==> src/rtl/core/rrbm_pkg.sv <==
// ----------------------------------------------------------------------------
// rrbm_pkg
// Shared types and constants for the region reference bit matrix.
// ----------------------------------------------------------------------------
package rrbm_pkg;

  localparam int REGION_COUNT = 64;
  localparam int VOLUME_COUNT = 1024;

  localparam int MODE_W   = 3;
  localparam int REGION_W = 6;
  localparam int VOLUME_W = 10;
  localparam int BIT_W    = 6;
  localparam int MASK_W   = 64;
  localparam int ADDR_W   = REGION_W + VOLUME_W;

  localparam logic [VOLUME_W-1:0] VOLUME_LAST = VOLUME_W'(VOLUME_COUNT - 1);

  typedef enum logic [MODE_W-1:0] {
    MODE_SET   = 3'd0,
    MODE_TEST  = 3'd1,
    MODE_READ  = 3'd2,
    MODE_WRITE = 3'd3,
    MODE_CLEAR = 3'd4,
    MODE_FIND  = 3'd5
  } mode_e;

  typedef enum logic [2:0] {
    ST_INIT,
    ST_IDLE,
    ST_DISP,
    ST_RD,
    ST_CHK,
    ST_WR,
    ST_CLR,
    ST_OUT
  } state_e;

  typedef struct packed {
    logic capture;
    logic init_write;
    logic rd_issue;
    logic scan_inc;
    logic wr_set;
    logic wr_mask;
    logic clr_write;
    logic res_load;
  } cmd_t;

  typedef struct packed {
    logic              init_last;
    logic              scan_last;
    logic              hit;
    logic              pair_ok;
    logic              region_ok;
    logic              out_busy;
    logic [MODE_W-1:0] mode;
  } status_t;

endpackage

==> src/rtl/core/rrbm_ctrl.sv <==
// ----------------------------------------------------------------------------
// rrbm_ctrl
// Sequencer: clearing pass, dispatch, memory walks and result hand-off.
// ----------------------------------------------------------------------------
module rrbm_ctrl (
  input  logic             clk_i,
  input  logic             rst_ni,
  input  logic             in_valid_i,
  output logic             in_stall_o,
  input  rrbm_pkg::status_t status_i,
  output rrbm_pkg::cmd_t    cmd_o
);
  import rrbm_pkg::*;

  state_e state_q, state_d;

  always_ff @(posedge clk_i or negedge rst_ni) begin
    if (!rst_ni) begin
      state_q <= ST_INIT;
    end else begin
      state_q <= state_d;
    end
  end

  always_comb begin
    state_d = state_q;
    case (state_q)
      ST_INIT: begin
        if (status_i.init_last) state_d = ST_IDLE;
      end
      ST_IDLE: begin
        if (in_valid_i) state_d = ST_DISP;
      end
      ST_DISP: begin
        case (status_i.mode)
          MODE_SET, MODE_TEST, MODE_READ, MODE_FIND: begin
            state_d = status_i.pair_ok ? ST_RD : ST_OUT;
          end
          MODE_WRITE: begin
            state_d = status_i.pair_ok ? ST_WR : ST_OUT;
          end
          MODE_CLEAR: begin
            state_d = status_i.region_ok ? ST_CLR : ST_OUT;
          end
          default: begin
            state_d = ST_OUT;
          end
        endcase
      end
      ST_RD: begin
        state_d = ST_CHK;
      end
      ST_CHK: begin
        if (status_i.mode == MODE_FIND && !status_i.hit && !status_i.scan_last) begin
          state_d = ST_RD;
        end else begin
          state_d = ST_OUT;
        end
      end
      ST_WR: begin
        state_d = ST_OUT;
      end
      ST_CLR: begin
        if (status_i.scan_last) state_d = ST_OUT;
      end
      ST_OUT: begin
        if (!status_i.out_busy) state_d = ST_IDLE;
      end
      default: begin
        state_d = ST_INIT;
      end
    endcase
  end

  always_comb begin
    cmd_o      = '0;
    in_stall_o = 1'b1;
    case (state_q)
      ST_INIT: begin
        cmd_o.init_write = 1'b1;
      end
      ST_IDLE: begin
        in_stall_o    = 1'b0;
        cmd_o.capture = in_valid_i;
      end
      ST_RD: begin
        cmd_o.rd_issue = 1'b1;
      end
      ST_CHK: begin
        cmd_o.wr_set   = (status_i.mode == MODE_SET);
        cmd_o.scan_inc = (status_i.mode == MODE_FIND) && !status_i.hit &&
                         !status_i.scan_last;
      end
      ST_WR: begin
        cmd_o.wr_mask = 1'b1;
      end
      ST_CLR: begin
        cmd_o.clr_write = 1'b1;
        cmd_o.scan_inc  = !status_i.scan_last;
      end
      ST_OUT: begin
        cmd_o.res_load = !status_i.out_busy;
      end
      default: begin
        cmd_o = '0;
      end
    endcase
  end

endmodule

==> config.mk <==
export PLATFORM = sky130hd
export DESIGN_NAME = rrbm_ctrl
export DESIGN_NICKNAME = d
export VERILOG_FILES = /design/src/rtl/core/rrbm_pkg.sv /design/src/rtl/core/rrbm_ctrl.sv
export SDC_FILE = /design/constraint.sdc
export NUM_CORES = 1
export LEC_CHECK = 0
export BUFFER_PORTS_ARGS = -buffer_cell sky130_fd_sc_hd__buf_2
export CAP_MARGIN = 20
export CORE_AREA = 2 2 39 41
export DETAILED_ROUTE_END_ITERATION = 12
export DIE_AREA = 0 0 41 43
export MAX_ROUTING_LAYER = met4
export PLACE_DENSITY = 0.58
export SYNTH_ARGS = -nofsm -noshare
export SYNTH_HDL_FRONTEND = slang
export SYNTH_SLANG_ARGS = --single-unit
==> constraint.sdc <==
create_clock -name clk_i -period 1.4 [get_ports clk_i]
set_clock_uncertainty 0.2 [all_clocks]
set_input_delay 0.28 -clock clk_i [delete_from_list [all_inputs] [get_ports clk_i]]
set_output_delay 0.28 -clock clk_i [all_outputs]
set_load 0.1 [all_outputs]
==> results.md <==
* Run status: finished, violations left
* Failing checks: negative setup slack
* CTS tree: done
* Worst vdd ir at around 1.1 mV
* Max reg flops at 3
* Final hold slack at ~160 ps
* Fin util at 0.6347
* Antenna violations before repair at 0
* Ports at 21
* Number of detailed-route iterations in the first pass at 6
* Max cap viols at 0
* Synth warnings at 0
* CTS Buf Count at 3
* Fraction of layout cells with a size suffix above 1 at 0.7711
* Ant diodes at 0
* Largest net degree at the start of global routing at 8
* Routed vias/inst at 4.929
* Die Wd at 41 µm
* DRT met1 WL at 460 µm
* Setup CP Type: flop to output pin
* Initial Util at 0.2269
* DR iter-0 viols at 13
* Post-Syn Area at 314.1 µm²
* Post-synth EDFFs at 0
* Seq cells post-synth at 3
* Fin crit share at 1.255
* Worst-skew pair later-pin latency at 240 ps
* Unrepaired setup endpoints after global routing: true
* Largest register by flop count: state_q
* Final setup viols at 11
* Crit end category: output pin
* Standard-cell rows at 14
* Wire per inst at 13.18 µm
* Post-synthesis cell type count at 23
* Worst-Margin Slew at between 200 and 300 ps
* Pwr per Cell Area at 2346 mW/mm²
* Uppermost layer routed: met4
* DPL Wire Length at between 800 and 900 µm
* Top Registers: state_q: 3 flops
* Port Buffers at 20
* Top_reg_cell synth: dfrtp_1
* Crit Path Max Fanout at 7
* Vias in the first global route at 473
* Length of routed met3 wiring at roughly 75 µm
* Async SR Flop Fraction at 1.000
* Cell Area, Placed at 713.2 µm²
* Worst EP required at 920 ps
* Die Y at between 40 and 50 µm
* Synth Instances at 40
* Clk slew on worst S/H paths at about 40 ps
* ANT nets after route at 0
* Seq/Total Area, Yosys at 0.2390
* Global-route wire length before repair at 1.959 mm
* Post-route insts no fill at 99
* Met2 routed WL at 701 µm
* Via count at 488
* P_leak at 0.0003925 µW
* Die area at 0.001763 mm²
* Clk buf depth at 2
* Fin. Hold Viols at 0
* Crit path DAT at 1280 ps
* Fillers at 125
* Slew HR at 0.8316
* Critical Path Start Type: flop
* CTS root buffer: clkbuf_4
* Hold crit path type: primary input to asynchronous set/reset pin
* H-tree Lvls at 1
* Min cycle time layout at 1757 ps
* Placed Cells at 89
* Routability Congestion at 0.8244
* Fmax achieved at 569.1 MHz
* Syn Nets at 52
* # DRC at 0
* Routed wire length at 1.305 mm
* Final max-slew violation count at 0
* Avg Cell Area, Syn at a little under 8 µm²
* Area Growth Syn to Fin at 179.7%
* Final WS setup at -357.0 ps
* Global Route Usage Sum at 0.1775
* Total core area at 0.001384 mm²
* Post-layout instance area at ~900 µm²
* Final nets at 96
* Total global routing overflow at 0
* Clock Sinks at 3
## where the power goes
part / switching [µW] / internal, µW / total [µW]
clock network: 53.1 / 107 / 160
logic: 920 / 745 / 1670
registers: 102 / 133 / 235
total: 1080 / 985 / 2060
## cell type report
cell class                 instances  area, µm²  share of cell area
timing repair buffer              42      447.9              0.5100
multi-input combinational         33      301.5              0.3433
sequential                         3      78.83             0.08974
tap                               16      20.02             0.02279
clock buffer                       4      26.28             0.02991
inverter                           1      3.754            0.004274
## cells in the final DEF (no fill, tap or decap), types with 2 or more instances in the layout
master,instances
buf_4,10
buf_12,9
nand2_1,3
buf_6,10
dfrtp_2,3
nor3_2,2
nor2_4,3
clkbuf_4,3
buf_2,11
nor2_1,4
a21oi_1,2
## what timing repair did
item	4_1_cts	5_1_grt
endpoints found under the setup margin	12	12
gates resized for setup	19	12
buffers inserted	5	5
pin swaps	5	11
hold endpoints to repair	3	0
hold buffers	1	0
## synthesized netlist by cell type, types with 2 or more instances
cell / n / area share
nor2_1: 8 / 0.096
nand2_1: 4 / 0.048
a21oi_1: 3 / 0.048
dfrtp_1: 3 / 0.24
nor3_1: 3 / 0.048
buf_6: 2 / 0.072
## metal layers
layer	up-vias	global-route usage
met5	-	-
met4	0	0.1467
met3	10	0.01571
met2	29	0.2750
li1	232	-
met1	217	0.1916
## per-stage QoR
| step | power (µW) | setup WS [ps] | TNS (ps) |
|---|---|---|---|
| 2_1_floorplan | 1084 | -733.6 | -3286 |
| 3_3_place_gp | 1560 | -296.2 | -1316 |
| 3_5_place_dp | 1582 | -299.7 | -1386 |
| 4_1_cts | 1957 | -350.6 | -3158 |
| 5_1_grt | 2149 | -410.1 | -3843 |
| 6_report | 2061 | -357.0 | -3272 |
## path summary, 6_finish.rpt
path / from / to / slack [ps] / cells after the start
max in group asynchronous: rst_ni / state_q[0]$_DFFE_PN0P_ / 710 / 2
min reg2reg: state_q[1]$_DFFE_PN0P_ / state_q[1]$_DFFE_PN0P_ / 370 / 1
min: rst_ni / state_q[1]$_DFFE_PN0P_ / 160 / 2
min in group clk_i: in_valid_i / state_q[1]$_DFFE_PN0P_ / 180 / 3
max reg2reg: state_q[0]$_DFFE_PN0P_ / state_q[2]$_DFFE_PN0P_ / -170 / 6
max: state_q[1]$_DFFE_PN0P_ / cmd_o[2] / -360 / 3
## critical path: stages (launching register included)
cell,delay [ps]
dfrtp_2,450
buf_6,140
nor3b_4,230
buf_12,210
## cell families after synthesis
kind of cell           Yosys count  share of synthesized area
flip-flops                       3                     0.2390
buffers and inverters            4                    0.09957
multiplexers                     1                    0.03187
AND/OR/NAND/NOR                 24                     0.4462
AO/OA/AOI/OAI                    8                     0.1832
(Power assumes the default switching activity.)
